## src/design/bcpe_pkg.sv

```systemverilog
// ----------------------------------------------------------------------------
// bcpe_pkg
// Widths, mode codes, result type and bit helpers for the chunk encoder.
// ----------------------------------------------------------------------------
`default_nettype none

package bcpe_pkg;

  localparam int CHUNK_BITS_DEF = 8;
  localparam int CHUNK_W        = 8;
  localparam int PAY_W          = 8;
  localparam int LEN_W          = 4;
  localparam int MODE_W         = 2;
  localparam int POS_W          = $clog2(CHUNK_W);

  localparam logic [MODE_W-1:0] MODE_ZERO_TWO = 2'd0;
  localparam logic [MODE_W-1:0] MODE_SINGLE   = 2'd1;
  localparam logic [MODE_W-1:0] MODE_WIDE     = 2'd2;

  typedef struct packed {
    logic             matched;
    logic [PAY_W-1:0] payload;
    logic [LEN_W-1:0] payload_length;
    logic             row_done;
  } bcpe_result_t;

  function automatic logic is_one_bit(input logic [CHUNK_W-1:0] x);
    return (x != '0) && ((x & (x - CHUNK_W'(1))) == '0);
  endfunction

  // position of the lowest set bit, 0 for an empty word
  function automatic logic [POS_W-1:0] low_bit_pos(input logic [CHUNK_W-1:0] x);
    logic [POS_W-1:0] p;
    p = '0;
    for (int i = CHUNK_W - 1; i >= 0; i--) begin
      if (x[i]) begin
        p = POS_W'(i);
      end
    end
    return p;
  endfunction

endpackage

`default_nettype wire

```

## src/design/bcpe_encode.sv

```systemverilog
// ----------------------------------------------------------------------------
// bcpe_encode
// Pattern match and code selection for one chunk, purely combinational.
// ----------------------------------------------------------------------------
`default_nettype none

module bcpe_encode #(
  parameter int CHUNK_BITS = bcpe_pkg::CHUNK_BITS_DEF
) (
  input  wire logic [bcpe_pkg::MODE_W-1:0]  mode,
  input  wire logic [bcpe_pkg::CHUNK_W-1:0] chunk,
  input  wire logic                         row_end,
  output logic                              emit,
  output bcpe_pkg::bcpe_result_t            result
);
  import bcpe_pkg::*;

  localparam int CW     = (CHUNK_BITS < CHUNK_W) ? CHUNK_BITS : CHUNK_W;
  localparam int LG     = $clog2(CHUNK_BITS + 1) - 1;
  localparam int CODE_W = LG + 1;

  localparam logic [CHUNK_W-1:0] CMASK       = CHUNK_W'((64'd1 << CW) - 64'd1);
  localparam logic [CODE_W-1:0]  WIDE_BASE   = CODE_W'(CHUNK_BITS);
  localparam logic [CODE_W-1:0]  NARROW_MASK = CODE_W'((64'd1 << LG) - 64'd1);

  logic [CHUNK_W-1:0] c;
  logic [CHUNK_W-1:0] hi;
  logic               c_one;
  logic               hi_one;
  logic [POS_W-1:0]   pos_c;
  logic [POS_W-1:0]   pos_hi;
  logic               hit;
  logic [CODE_W-1:0]  code;
  logic [LEN_W-1:0]   len;

  always_comb begin
    c      = chunk & CMASK;
    hi     = {c[CHUNK_W-1:1], 1'b0};
    c_one  = is_one_bit(c);
    hi_one = is_one_bit(hi);
    pos_c  = low_bit_pos(c);
    pos_hi = low_bit_pos(hi);

    emit = 1'b1;
    hit  = 1'b0;
    code = '0;
    len  = LEN_W'(LG);

    case (mode)
      MODE_SINGLE: begin
        if (c_one) begin
          hit  = 1'b1;
          code = CODE_W'(pos_c);
        end
      end
      MODE_ZERO_TWO, MODE_WIDE: begin
        if (mode == MODE_WIDE) begin
          len = LEN_W'(LG + 1);
        end
        if (c == '0) begin
          hit = 1'b1;
        end else if (c[0] && hi_one) begin
          hit  = 1'b1;
          code = CODE_W'(pos_hi);
        end else if ((mode == MODE_WIDE) && c_one) begin
          // lone bit in the wide model sits above the chunk width
          hit  = 1'b1;
          code = WIDE_BASE + CODE_W'(pos_c);
        end
      end
      default: begin
        emit = 1'b0;
      end
    endcase

    // narrow models keep LG code bits
    if (mode != MODE_WIDE) begin
      code = code & NARROW_MASK;
    end

    result.matched        = hit;
    result.payload        = hit ? PAY_W'(code) : PAY_W'(c);
    result.payload_length = hit ? len : LEN_W'(CHUNK_BITS);
    result.row_done       = row_end;
  end

endmodule

`default_nettype wire

```

## src/design/bitmap_chunk_pattern_encoder_core.sv

```systemverilog
// ----------------------------------------------------------------------------
// bitmap_chunk_pattern_encoder_core
// Codes adjacency-matrix row chunks as short pattern codes or raw bits.
// ----------------------------------------------------------------------------
// One chunk is taken per cycle while input ready is high. Its result goes
// through an input register, the pattern coder, then a result register.
// The input register refills when empty or when its item leaves, so a
// result-side stall holds one item in each and input ready drops only when
// both are full. Mode 3 takes items and drops them without a result. The mode
// register is written with cfg_we; write it only while no item is in flight.
`default_nettype none

module bitmap_chunk_pattern_encoder_core #(
  parameter int CHUNK_BITS = bcpe_pkg::CHUNK_BITS_DEF
) (
  input  wire logic                         clk,
  input  wire logic                         rst,
  input  wire logic                         cfg_we,
  input  wire logic [bcpe_pkg::MODE_W-1:0]  cfg_wdata,
  input  wire logic                         in_valid,
  output logic                              in_ready,
  input  wire logic [bcpe_pkg::CHUNK_W-1:0] chunk,
  input  wire logic                         row_end,
  output logic                              out_valid,
  input  wire logic                         out_ready,
  output logic                              matched,
  output logic [bcpe_pkg::PAY_W-1:0]        payload,
  output logic [bcpe_pkg::LEN_W-1:0]        payload_length,
  output logic                              row_done
);
  import bcpe_pkg::*;

  logic [MODE_W-1:0]  mode;
  logic               s1_valid;
  logic [CHUNK_W-1:0] s1_chunk;
  logic               s1_row_end;
  bcpe_result_t       out_res;

  logic               emit;
  bcpe_result_t       enc_res;
  logic               out_free;
  logic               s1_leave;

  bcpe_encode #(
    .CHUNK_BITS(CHUNK_BITS)
  ) u_encode (
    .mode   (mode),
    .chunk  (s1_chunk),
    .row_end(s1_row_end),
    .emit   (emit),
    .result (enc_res)
  );

  assign out_free = !out_valid || out_ready;
  // a dropped item leaves without needing the result register
  assign s1_leave = s1_valid && (out_free || !emit);
  assign in_ready = !s1_valid || s1_leave;

  always_ff @(posedge clk) begin
    if (rst) begin
      mode <= MODE_ZERO_TWO;
    end else if (cfg_we) begin
      mode <= cfg_wdata;
    end
  end

  always_ff @(posedge clk) begin
    if (rst) begin
      s1_valid <= 1'b0;
    end else if (in_ready) begin
      s1_valid <= in_valid;
    end
  end

  always_ff @(posedge clk) begin
    if (in_ready && in_valid) begin
      s1_chunk   <= chunk;
      s1_row_end <= row_end;
    end
  end

  always_ff @(posedge clk) begin
    if (rst) begin
      out_valid <= 1'b0;
    end else if (out_free) begin
      out_valid <= s1_valid && emit;
    end
  end

  always_ff @(posedge clk) begin
    if (out_free && s1_valid && emit) begin
      out_res <= enc_res;
    end
  end

  assign matched        = out_res.matched;
  assign payload        = out_res.payload;
  assign payload_length = out_res.payload_length;
  assign row_done       = out_res.row_done;

endmodule

`default_nettype wire

```

## config.mk

```make
export PLATFORM = sky130hd
export DESIGN_NAME = bitmap_chunk_pattern_encoder_core
export DESIGN_NICKNAME = d
export VERILOG_FILES = /design/src/design/bcpe_pkg.sv /design/src/design/bcpe_encode.sv /design/src/design/bitmap_chunk_pattern_encoder_core.sv
export SDC_FILE = /design/constraint.sdc
export NUM_CORES = 1
export LEC_CHECK = 0
export BUFFER_PORTS_ARGS = -buffer_cell sky130_fd_sc_hd__buf_4
export CORE_ASPECT_RATIO = 0.6
export CORE_UTILIZATION = 52
export CTS_CLUSTER_DIAMETER = 100
export DETAILED_ROUTE_END_ITERATION = 8
export GPL_TIMING_DRIVEN = 0
export PLACE_DENSITY = 0.78
export SLEW_MARGIN = 15
export SYNTH_ARGS = -nofsm -noshare
export SYNTH_HDL_FRONTEND = slang
export SYNTH_SLANG_ARGS = --single-unit
```

## constraint.sdc

```tcl
create_clock -name clk -period 2.8 [get_ports clk]
set_clock_uncertainty 0.1 [all_clocks]
set_input_delay 0.14 -clock clk [delete_from_list [all_inputs] [get_ports clk]]
set_output_delay 0.14 -clock clk [all_outputs]
set_load 0.01 [all_outputs]
```

Word level (Yosys, flattened, before mapping)
Cells that the tools add are included.
{"block": "totals", "reg_bits": 27, "word_cells": 66, "output_inout_bits": 16, "in_bits": 16}
{"block": "op_classes", "n_eq_ne": 3, "n_mux": 23, "add_sub_neg": 3, "reduce_logical": 24, "n_bitwise": 2}
{"operator": "$mux W3", "count": 10}
{"operator": "$logic_not A8 Y1", "count": 3}
{"operator": "$mux W4", "count": 6}
{"operator": "$and A8 B8 Y8", "count": 2}
{"operator": "$sub A8 B1 Y8 const B", "count": 2}
{"operator": "$logic_and A1 B1 Y1", "count": 9}
{"operator": "$pmux W4 S2", "count": 1}
{"operator": "$reduce_bool A8 Y1", "count": 1}
{"operator": "$reduce_bool A7 Y1", "count": 1}
{"operator": "$mux W1", "count": 5}
{"operator": "$add A4 B3 Y4 const A", "count": 1}
{"operator": "$logic_not A1 Y1", "count": 3}
{"operator": "$logic_or A1 B1 Y1", "count": 3}
{"operator": "$reduce_or A3 Y1", "count": 1}
{"operator": "$eq A2 B1 Y1 const B", "count": 1}
{"operator": "$eq A2 B2 Y1 const B", "count": 1}
{"operator": "$logic_not A2 Y1", "count": 1}
{"operator": "$ne A2 B2 Y1 const B", "count": 1}
{"operator": "$pmux W1 S2", "count": 1}
{"operator": "$reduce_and A2 Y1", "count": 1}
{"operator": "$reduce_or A2 Y1", "count": 1}

Logic depth before layout (Yosys ltp)
Gate-level depths: netlist (run 1).
{"block": "logic_depth", "ltp_word": 15, "mapped_depth": 8, "ltp_nobuf": 6}

Hierarchy
Synthesis (run 1) repeated with hierarchy kept, for this count alone.
{"block": "unflattened", "cells_unflattened": 123, "area_unflattened_um2": 1412.6}
{"mod": "bitmap_chunk_pattern_encoder_core", "area_each_um2": 849.6, "seq_area_each_um2": 770.7, "cells_per_inst": 39, "instances": 1}
{"mod": "bcpe_encode", "area_each_um2": 563.0, "seq_area_each_um2": 0.0, "cells_per_inst": 84, "instances": 1}

Worst setup path after synthesis (run 1)
OpenSTA, ideal clock, no wires.
{"block": "synth_path", "path_type": "register -> register", "start": "register s1_chunk[1]", "end": "register out_res, in the netlist payload[1] (data pin)", "required_ps": 2439, "setup_ps": 261, "synth_period_minus_slack_ps": 2513, "setup_slack_ps": 287, "stages_incl_launch_ff": 9, "t_arrival_ps": 2152, "n_path_buf": 2, "cell_sequence": "edfxtp_1 -> buf_6 -> or4_4 -> o22ai_1 -> nor4bb_1 -> buf_4 -> nand2_1 -> mux2i_1 -> a311o_1"}
{"element": "start, declared", "line": "bitmap_chunk_pattern_encoder_core.sv:35", "source": "logic [CHUNK_W-1:0] s1_chunk;"}
{"element": "start signal, assigned", "line": "bitmap_chunk_pattern_encoder_core.sv:77", "source": "s1_chunk <= chunk;"}
{"element": "end signal, assigned", "line": "bitmap_chunk_pattern_encoder_core.sv:92", "source": "out_res <= enc_res;"}
{"element": "end, declared", "line": "bitmap_chunk_pattern_encoder_core.sv:37", "source": "bcpe_result_t out_res;"}

==> results of run 1 <==
[power groups by stage]
stage	Combinational [mW]	Sequential, mW	Clock, mW
floorplan	0.0741	0.465	0
global placement	0.124	0.460	0
detailed placement	0.128	0.461	0
CTS	0.139	0.452	0.245
global route	0.158	0.455	0.254
finish	0.144	0.452	0.239
[logic make-up (layout without fill, tap and decap cells)]
| logic type | Yosys count | count (layout) | synth area share |
|---|---|---|---|
| simple gates | 48 | 48 | 0.186 |
| compound gates | 27 | 27 | 0.148 |
| flops | 26 | 26 | 0.539 |
| buf+inv | 18 | 65 | 0.0701 |
| mux | 5 | 5 | 0.0364 |
| xor+xnor | 2 | 2 | 0.0128 |
| fa+ha+maj | 1 | 1 | 0.00729 |
[worst paths after layout]
check / startpoint / end / slack, ns / cells past startpoint
min reg2reg: s1_row_end$_DFFE_PP_ / row_done$_DFFE_PP_ / 0.32 / 0
min: cfg_wdata[0] / mode[0]$_SDFFE_PP0P_ / 0.003 / 3
max reg2reg: s1_chunk[0]$_DFFE_PP_ / payload[2]$_DFFE_PP_ / 0.14 / 8
max: s1_chunk[0]$_DFFE_PP_ / payload[2]$_DFFE_PP_ / 0.14 / 8
[sequential cells by signal, summed over array words and instances, names as in the netlist]
signal	cells
row_done	1
mode	2
s1_chunk	8
out_valid	1
s1_row_end	1
payload	8
s1_valid	1
matched	1
payload_length	3
[layout by cell type (no fill, tap or decap), types with 2 or more instances in the layout]
cell type,Yosys,routed
a211oi_2,1,2
a21o_1,2,2
a21oi_1,7,7
buf_2,5,5
buf_4,2,35
buf_6,2,2
clkbuf_1,3,3
clkbuf_8,0,4
dfxtp_1,4,4
dlygate4sd3_1,0,10
edfxtp_1,22,22
inv_1,6,6
mux2i_1,5,5
nand2_1,8,7
nand3_1,2,2
nor2_1,13,13
nor2b_1,7,7
nor3_1,8,8
o21ai_0,4,4
o21bai_1,2,2
or4_1,2,2
or4_4,2,2
[per-layer routing]
layer	wire, um	share of wire	global-route usage
met5	0	0	0
met4	17	0.0061	0.0417
met3	184	0.066	0.0577
met2	1330	0.48	0.337
met1	1240	0.45	0.284
[Yosys cell counts (all sizes together)]
cell	count	area (sq um)
o22ai	1	6.26
a21boi	1	11.3
inv	6	22.5
nor4bb	1	10.0
nand2	8	30.0
o211ai	1	7.51
xor2	1	8.76
a31oi	1	6.26
a21o	2	15.0
and2	1	6.26
xnor2	1	8.76
o21ai	5	25.0
dfxtp	4	80.1
and2b	1	7.51
nor2	13	48.8
nor2b	7	43.8
a211oi	2	20.0
nor4b	1	8.76
maj3	1	10.0
a21oi	8	51.3
nor3	8	40.0
a221o	1	10.0
clkbuf	3	11.3
nand3	2	10.0
nor4	2	12.5
o21bai	2	15.0
or4	4	37.5
o311a	1	10.0
a311o	1	10.0
mux2i	5	50.1
o41ai	1	16.3
edfxtp	22	661
buf	9	62.6
[worst register-to-register path: stages, from the launching register on]
cell and delay [ns]:
edfxtp_1 0.38, buf_6 0.15, or4_4 0.54, nor2b_1 0.21, nor4bb_2 0.07, buf_4 0.17
a211oi_2 0.47, mux2i_1 0.24, o21ai_1 0.09
[layout make-up]
cell class / count / area share
Sequential cell: 26 / 0.402
Inverter: 6 / 0.0122
Tap cell: 32 / 0.0217
Buffer: 12 / 0.0401
Multi-Input combinational cell: 83 / 0.305
Clock buffer: 4 / 0.0299
Timing Repair Buffer: 43 / 0.189
[repair_timing]
action,in CTS,in global routing
setup endpoints to repair,0,3
setup buffers,0,2
endpoints found under the hold margin,13,0
hold buffers,10,0
gates resized for setup,0,5
==> reports/results.tsv, run 1 <==
stage	metric	value	unit
floorplanning	die area	0.00286	sq mm
timing	Final TNS setup	0	ns
clock_network	clk slew on worst S/H paths	0.09	ns
place	DP Area	0.00165	sq mm
layout	Area Overhead vs Synth	34.1	%
job	max cap viols	0	
timing	Final period util	0.952	
place	dpl ws	0.104	ns
status	status	finished clean	
power_and_ir_drop	Gate power share	0.172	
floorplanning	Die H	41.8	um
setup_path	slowest CP cell	or4_4	
layout	register area	741	sq um
global_routing	largest net degree at the start of global routing	15	
setup_path	WP data required	2.72	ns
power_and_ir_drop	Peak supply drop	0.000357	V
routing	final WL	2770	um
floorplanning	Die Span X	68.4	um
timing	Worst Max-Slew Pin Slew	1.08	ns
yosys	Mapped Cells	127	
clock_network	Skew-Pair Late Insertion Delay	0.27	ns
power_and_ir_drop	Seq pwr share	0.541	
power_and_ir_drop	Switching Share	0.231	
floorplanning	Top Ports	32	
layout	ant diodes	0	
yosys	net count after synthesis	143	
power_and_ir_drop	Net Switching	0.193	mW
setup_path	Startpoint Class	flop	
power_and_ir_drop	cell internal pwr	0.642	mW
routing	Residual DRC	0	
layout	Non-Filler Instances	206	
clock_network	Root Driver	clkbuf_8	
yosys	post-synthesis sequential area ratio	0.539	
routing	Initial DRT Pass Iterations	4	
timing	Slew Viols, Final	0	
routing	Vias per Instance	5.51	
yosys	Synth Cell Area	0.00137	sq mm
layout	fill count	177	
setup_path	crit path cell chain	buf_6 -> or4_4 -> nor2b_1 -> nor4bb_2 -> buf_4 -> a211oi_2 -> mux2i_1 -> o21ai_1	
clock_network	CTS tree	yes	
timing	final hold slack	0.00314	ns
setup_path	Max FO, Critical Path	10	
timing	final setup violation count	0	
layout	area taken by multi-input logic gates	562	sq um
global_routing	vias in the first global route	1002	
setup_path	crit-path max cell delay	0.54	ns
yosys	Yosys Warn Count	0	
routing	DR WL/cell	13.4	um
power_and_ir_drop	P per Cell Area	454	mW/mm^2
global_routing	global-route wire length before repair	4370	um
yosys	Yosys cell types	39	
global_routing	initial antenna violation count	0	
hold_path	Min-Delay Path Class	input port to flop	
clock_network	CTS Buf Count	3	
place	GP Congestion	0.903	
global_routing	Total Routing Usage GR	0.210	
floorplanning	row cnt	14	
setup_path	WP data arrival	2.59	ns
timing	Tmin final	2.66	ns
power_and_ir_drop	leakage	0.741	nW
place	Port Buffers	31	
layout	NumNets Final	191	
setup_path	crit-path leading delay family	simple AND/OR/NAND/NOR gates	
timing	max_slew headroom	0.274	
floorplanning	core area	0.00250	sq mm
timing	Fin. Hold Viols	0	
clock_network	CTS HTree Levels	1	
layout	share of the core filled with cells	0.735	
layout	post-route cell area	0.00184	sq mm
setup_path	Buf/Inv on CP	2	
routing	Vias	1136	
setup_path	Worst Setup End Kind	flop	
clock_network	clock tree buffer depth	2	
clock_network	clock sink count	26	
setup_path	worst setup path category	flop to flop	
routing	Antenna Nets Post-Route	0	
timing	final worst setup slack	0.135	ns
timing	Fmax	0.375	GHz
power_and_ir_drop	Clk pwr share	0.287	
floorplanning	Initial Utilization	0.548	
global_routing	grt total ovfl	0	
layout	layout cells sized above 1	0.322	
yosys	Seq cells post-synth	26	
yosys	Post-Syn Area per Cell	10.8	sq um
power_and_ir_drop	total power	0.835	mW
routing	1st-iter DRT viols	100	
place	placed insts	190	
timing	RSZ-0062 raised after global routing	true	
place	Final HPWL DP	1960	um
No activity file was read; power rests on OpenSTA's default activity.
==> inputs of run 2 (changes only) <==
Settings changed: ABC_CLOCK_PERIOD_IN_PS from default to 2800, CORE_UTILIZATION 52 to 53, SYNTH_HIERARCHICAL from default to 1.
==> reports/results.tsv, run 2 <==
stage	metric	value	unit
yosys	most numerous cell in the Yosys netlist	edfxtp_1	
clock_network	clk slew on worst S/H paths	0.09	ns
yosys	Synth Flop Type	edfxtp_1	
yosys	asr flop ratio synth	0	
clock_network	clock tree buffer depth	2	
hold_path	Min-Delay Path Class	input port to flop	
layout	ant diodes	0	
layout	register area	771	sq um
yosys	synth top area cells	edfxtp_1 (49%), dfxtp_1 (5.7%), nor2_1 (3.7%)	
timing	RSZ-0062 raised after global routing	false	
yosys	Mapped Cells	123	
routing	final WL	3010	um
routing	Antenna Nets Post-Route	0	
routing	Vias per Instance	5.66	
status	status	finished clean	
clock_network	# Post-CTS Setup Buffers	0	
setup_path	Buf/Inv on CP	2	
place	Final HPWL DP	2070	um
timing	max_slew headroom	0.530	
routing	DR WL/cell	15.1	um
yosys	Seq cells post-synth	27	
timing	final setup violation count	0	
timing	Slew Viols, Final	0	
global_routing	global-route wire length before repair	4930	um
timing	Fmax	0.399	GHz
timing	Fin. Hold Viols	0	
power_and_ir_drop	total power	0.830	mW
setup_path	crit-path leading delay family	compound AO/OA/AOI/OAI gates	
clock_network	CTS HTree Levels	1	
setup_path	worst setup path category	flop to flop	
setup_path	WP data required	2.73	ns
setup_path	Max FO, Critical Path	9	
routing	Vias	1132	
floorplanning	die area	0.00288	sq mm
place	Port Buffers	31	
layout	post-route cell area	0.00183	sq mm
setup_path	Worst Setup End Kind	flop	
timing	Tmin final	2.50	ns
layout	most frequent cells in the layout	buf_4 (34), edfxtp_1 (23), nor2_1 (14)	
yosys	Yosys cell types	44	
yosys	Yosys Warn Count	6	
global_routing	largest net degree at the start of global routing	15	
place	dpl ws	0.345	ns
layout	fill count	188	
timing	Worst Max-Slew Pin Slew	0.701	ns
routing	1st-iter DRT viols	119	
global_routing	vias in the first global route	1043	
timing	final worst setup slack	0.295	ns
setup_path	slowest CP cell	edfxtp_1	
floorplanning	Die H	42.0	um
place	DP Area	0.00169	sq mm
yosys	top post-synthesis cells by count	edfxtp_1 (23), nor2_1 (14), nand2_1 (8)	
place	GP Congestion	0.960	
yosys	post-synthesis sequential area ratio	0.546	
floorplanning	Top Ports	32	
timing	Final TNS setup	0	ns
routing	Initial DRT Pass Iterations	4	
yosys	leading area contributor after synthesis	edfxtp_1	
floorplanning	core area	0.00252	sq mm
clock_network	CTS tree	yes	
floorplanning	row cnt	14	
yosys	Post-synth EDFFs	23	
power_and_ir_drop	P per Cell Area	453	mW/mm^2
setup_path	crit path cell chain	buf_6 -> or3_4 -> buf_6 -> or2_4 -> a2111o_1 -> o2111ai_2 -> o31ai_4 -> a22o_1	
clock_network	Root Driver	clkbuf_8	
yosys	post-synth top area share	0.489	
job	max cap viols	0	
layout	area taken by multi-input logic gates	552	sq um
setup_path	Startpoint Class	flop	
global_routing	initial antenna violation count	0	
yosys	net count after synthesis	139	
yosys	Post-Syn Area per Cell	11.5	sq um
global_routing	Total Routing Usage GR	0.240	
global_routing	grt total ovfl	0	
yosys	Synth Cell Area	0.00141	sq mm
setup_path	most frequent CP cell	buf_6	
setup_path	WP data arrival	2.44	ns
power_and_ir_drop	leakage	0.731	nW
layout	NumNets Final	185	
clock_network	Skew-Pair Late Insertion Delay	0.27	ns
layout	layout cells sized above 1	0.304	
clock_network	CTS Buf Count	3	
layout	most common cell after layout, fill and taps aside	buf_4	
clock_network	clock sink count	27	
floorplanning	Die Span X	68.7	um
power_and_ir_drop	Peak supply drop	0.000319	V
setup_path	crit-path max cell delay	0.39	ns
layout	Area Overhead vs Synth	29.8	%
timing	Final period util	0.894	
routing	Residual DRC	0	
floorplanning	Initial Utilization	0.560	
==> run 2: through the flow <==
step / hold slack, ns / std cells / util
final: 0.0112 / 200 / 0.727
after global routing: 0.0141 / 200 / 0.727
after CTS: 0.0104 / 200 / 0.726
after detailed placement: 0.219 / 186 / 0.668
after global placement: 0.218 / 186 / 0.668
after floorplan: 0.109 / 123 / -
==> run 2: worst register-to-register path: stages (launching register included) <==
cell and delay (ns):
edfxtp_1 0.39, buf_6 0.15, or3_4 0.38, buf_6 0.14, or2_4 0.24, a2111o_1 0.32
o2111ai_2 0.13, o31ai_4 0.16, a22o_1 0.26
==> run 2: kinds of logic (layout without fill, tap and decap cells) <==
group,after synthesis,in the layout,synth area share
buffers and inverters,15,60,0.0655
AOI/OAI and AO/OA,23,23,0.137
DFF,27,27,0.546
xor gates and xnor gates,2,2,0.0124
and+or+nand+nor,51,51,0.203
muxes,4,4,0.0292
adders and majority gates,1,1,0.00709
==> run 2: repair_timing <==
item	in CTS	in global routing
hold buffers	10	0
resized for setup	0	0
endpoints found under the hold margin	13	0
==> run 2: metal layers <==
metal,vias to the layer above,wire (um),GRT usage
li1,537,-,-
met5,-,0,0
met4,0,30,0.0625
met2,63,1480,0.402
met3,6,276,0.0571
met1,526,1220,0.311
==> run 2: final timing paths <==
check	slack, ns	depth (start not counted)	start	endpoint
max	0.30	8	s1_chunk[3]$_DFFE_PP_	payload[2]$_DFFE_PP_
min	0.01	3	cfg_wdata[1]	mode[1]$_SDFFE_PP0P_
max reg2reg	0.30	8	s1_chunk[3]$_DFFE_PP_	payload[2]$_DFFE_PP_
min reg2reg	0.41	2	mode[1]$_SDFFE_PP0P_	mode[1]$_SDFFE_PP0P_
==> run 2: power breakdown <==
part | switching (mW) | total, mW | internal (mW)
Combinational | 0.0688 | 0.141 | 0.0725
Clock | 0.113 | 0.215 | 0.102
Sequential | 0.0111 | 0.473 | 0.462
==> run 2: layout make-up <==
cell class	count	area share
sequential	27	0.420
multi-input combinational	81	0.301
buffer	12	0.0444
timing repair buffer	41	0.182
inverter	3	0.00614
tap	32	0.0218
clock buffer	4	0.0246
==> inputs of run 3 (changes only) <==
Settings changed: ABC_CLOCK_PERIOD_IN_PS 2800 to 3200, CORE_UTILIZATION 53 to 40, CTS_BUF_LIST from default to sky130_fd_sc_hd__clkbuf_16, PLACE_DENSITY 0.78 to default.
Clock period 2.8 ns to 3.2 ns, I/O delays scaled along.
==> reports/results.tsv, run 3 (same netlist as run 2, synthesis figures left out) <==
stage	metric	value	unit
status	status	finished clean	
setup_path	R2R Path Start	s1_chunk[3]$_DFFE_PP_	
setup_path	Startpoint Class	flop	
timing	max_slew headroom	0.506	
timing	final setup violation count	0	
global_routing	grt met2 use	0.242	
power_and_ir_drop	leakage	0.751	nW
routing	Vias	1044	
global_routing	grt met1 use	0.204	
layout	ant diodes	0	
setup_path	Worst Setup End Kind	flop	
hold_path	WHS Path Cells	3	
timing	Fmax	0.404	GHz
hold_path	HP Start	in_valid	
hold_path	Min-Delay Path Class	input port to flop	
global_routing	initial antenna violation count	0	
global_routing	global-route wire length before repair	4050	um
floorplanning	core area	0.00330	sq mm
timing	Final TNS setup	0	ns
layout	most frequent cells in the layout	buf_4 (34), edfxtp_1 (23), nor2_1 (14)	
clock_network	CTS HTree Levels	1	
clock_network	CTS Buf Count	3	
floorplanning	Die H	48.0	um
power_and_ir_drop	P per Cell Area	433	mW/mm^2
timing	final worst setup slack	0.725	ns
setup_path	r2r endpoint	payload[0]$_DFFE_PP_	
timing	Final period util	0.773	
place	Final HPWL DP	1930	um
routing	Initial DRT Pass Iterations	4	
setup_path	WP data required	3.11	ns
global_routing	grt total ovfl	0	
clock_network	clk slew on worst S/H paths	0.07	ns
place	dpl ws	0.741	ns
global_routing	vias in the first global route	862	
floorplanning	Die Span X	78.7	um
floorplanning	Top Ports	32	
floorplanning	row cnt	16	
timing	Worst Max-Slew Pin Slew	0.737	ns
setup_path	reg2reg path depth	8	
layout	most common cell after layout, fill and taps aside	buf_4	
clock_network	CTS tree	yes	
floorplanning	Initial Utilization	0.428	
global_routing	Total Routing Usage GR	0.150	
routing	1st-iter DRT viols	60	
setup_path	slowest CP cell	edfxtp_1	
hold_path	Worst Hold End	s1_valid$_SDFFE_PP0P_	
setup_path	crit-path max cell delay	0.38	ns
setup_path	WP data arrival	2.39	ns
clock_network	Skew-Pair Late Insertion Delay	0.26	ns
layout	Area Overhead vs Synth	33.3	%
timing	Tmin final	2.47	ns
timing	Fin. Hold Viols	0	
place	Port Buffers	31	
setup_path	worst setup path category	flop to flop	
setup_path	Buf/Inv on CP	2	
layout	share of the core filled with cells	0.570	
setup_path	crit-path leading delay family	compound AO/OA/AOI/OAI gates	
setup_path	Reg2Reg Setup Slack	0.73	ns
clock_network	clock sink count	27	
global_routing	GRT busiest layer	met2	
job	max cap viols	0	
routing	final WL	2640	um
setup_path	crit path cell chain	buf_6 -> or3_4 -> buf_6 -> or2_4 -> a2111o_1 -> o2111ai_2 -> o31ai_4 -> a22o_1	
global_routing	largest net degree at the start of global routing	15	
place	GP Congestion	0.782	
timing	Slew Viols, Final	0	
clock_network	Root Driver	clkbuf_16	
global_routing	met3 GRT Util	0.0400	
setup_path	most frequent CP cell	buf_6	
routing	Antenna Nets Post-Route	0	
layout	layout cells sized above 1	0.304	
routing	DR WL/cell	12.4	um
layout	NumNets Final	185	
power_and_ir_drop	Peak supply drop	0.000251	V
floorplanning	die area	0.00378	sq mm
clock_network	post-CTS sizing	0	
routing	Residual DRC	0	
setup_path	Max FO, Critical Path	9	
routing	Vias per Instance	4.90	
power_and_ir_drop	total power	0.816	mW
timing	RSZ-0062 raised after global routing	false	
clock_network	clock tree buffer depth	2	
run 3: where the power goes:
part           total, mW  internal, mW  switching, mW
clock              0.283         0.167          0.115
sequential         0.414         0.405        0.00879
combinational      0.120        0.0633         0.0563
run 3: layout make-up:
| cell class | instances | area [sq um] |
|---|---|---|
| clock buffer | 3 | 75.1 |
| sequential | 27 | 771 |
| buffer | 12 | 81.3 |
| multi-input combinational | 81 | 552 |
| tap | 45 | 56.3 |
| clock inverter | 1 | 3.75 |
| inverter | 3 | 11.3 |
| timing repair buffer | 41 | 333 |
| fill | 282 | 1420 |
run 3: what timing repair did:
item                      4_1_cts  5_1_grt
buffers inserted                0        0
hold buffers                   10        0
hold endpoints to repair       13        0
run 3: worst max path at each step:
stage / slack (ns) / cells past startpoint / startpoint / end
2_1_floorplan: 0.86 / 8 / s1_chunk[3]$_DFFE_PP_ / payload[2]$_DFFE_PP_
3_3_place_gp: 0.74 / 8 / s1_chunk[3]$_DFFE_PP_ / payload[2]$_DFFE_PP_
3_5_place_dp: 0.74 / 8 / s1_chunk[3]$_DFFE_PP_ / payload[0]$_DFFE_PP_
4_1_cts: 0.73 / 8 / s1_chunk[3]$_DFFE_PP_ / payload[0]$_DFFE_PP_
5_1_grt: 0.59 / 8 / s1_chunk[4]$_DFFE_PP_ / matched$_DFFE_PP_
6_report: 0.73 / 8 / s1_chunk[3]$_DFFE_PP_ / payload[0]$_DFFE_PP_
run 3: worst min-delay path, stage by stage:
cell and delay (ns):
buf_4 0.11, inv_1 0.04, a21oi_1 0.05
run 3: stage by stage:
step	hold slack [ns]	std cells	instance area (sq um)
floorplan	0.129	123	1410
global placement	0.238	199	1700
detailed placement	0.239	199	1700
CTS	0.0477	213	1880
global route	0.0559	213	1880
finish	0.0443	213	1880
run 3: layer usage:
| layer | share of wire | up-vias |
|---|---|---|
| met5 | 0 | - |
| li1 | - | 538 |
| met3 | 0.053 | 4 |
| met1 | 0.51 | 474 |
| met4 | 0.0080 | 0 |
| met2 | 0.43 | 28 |
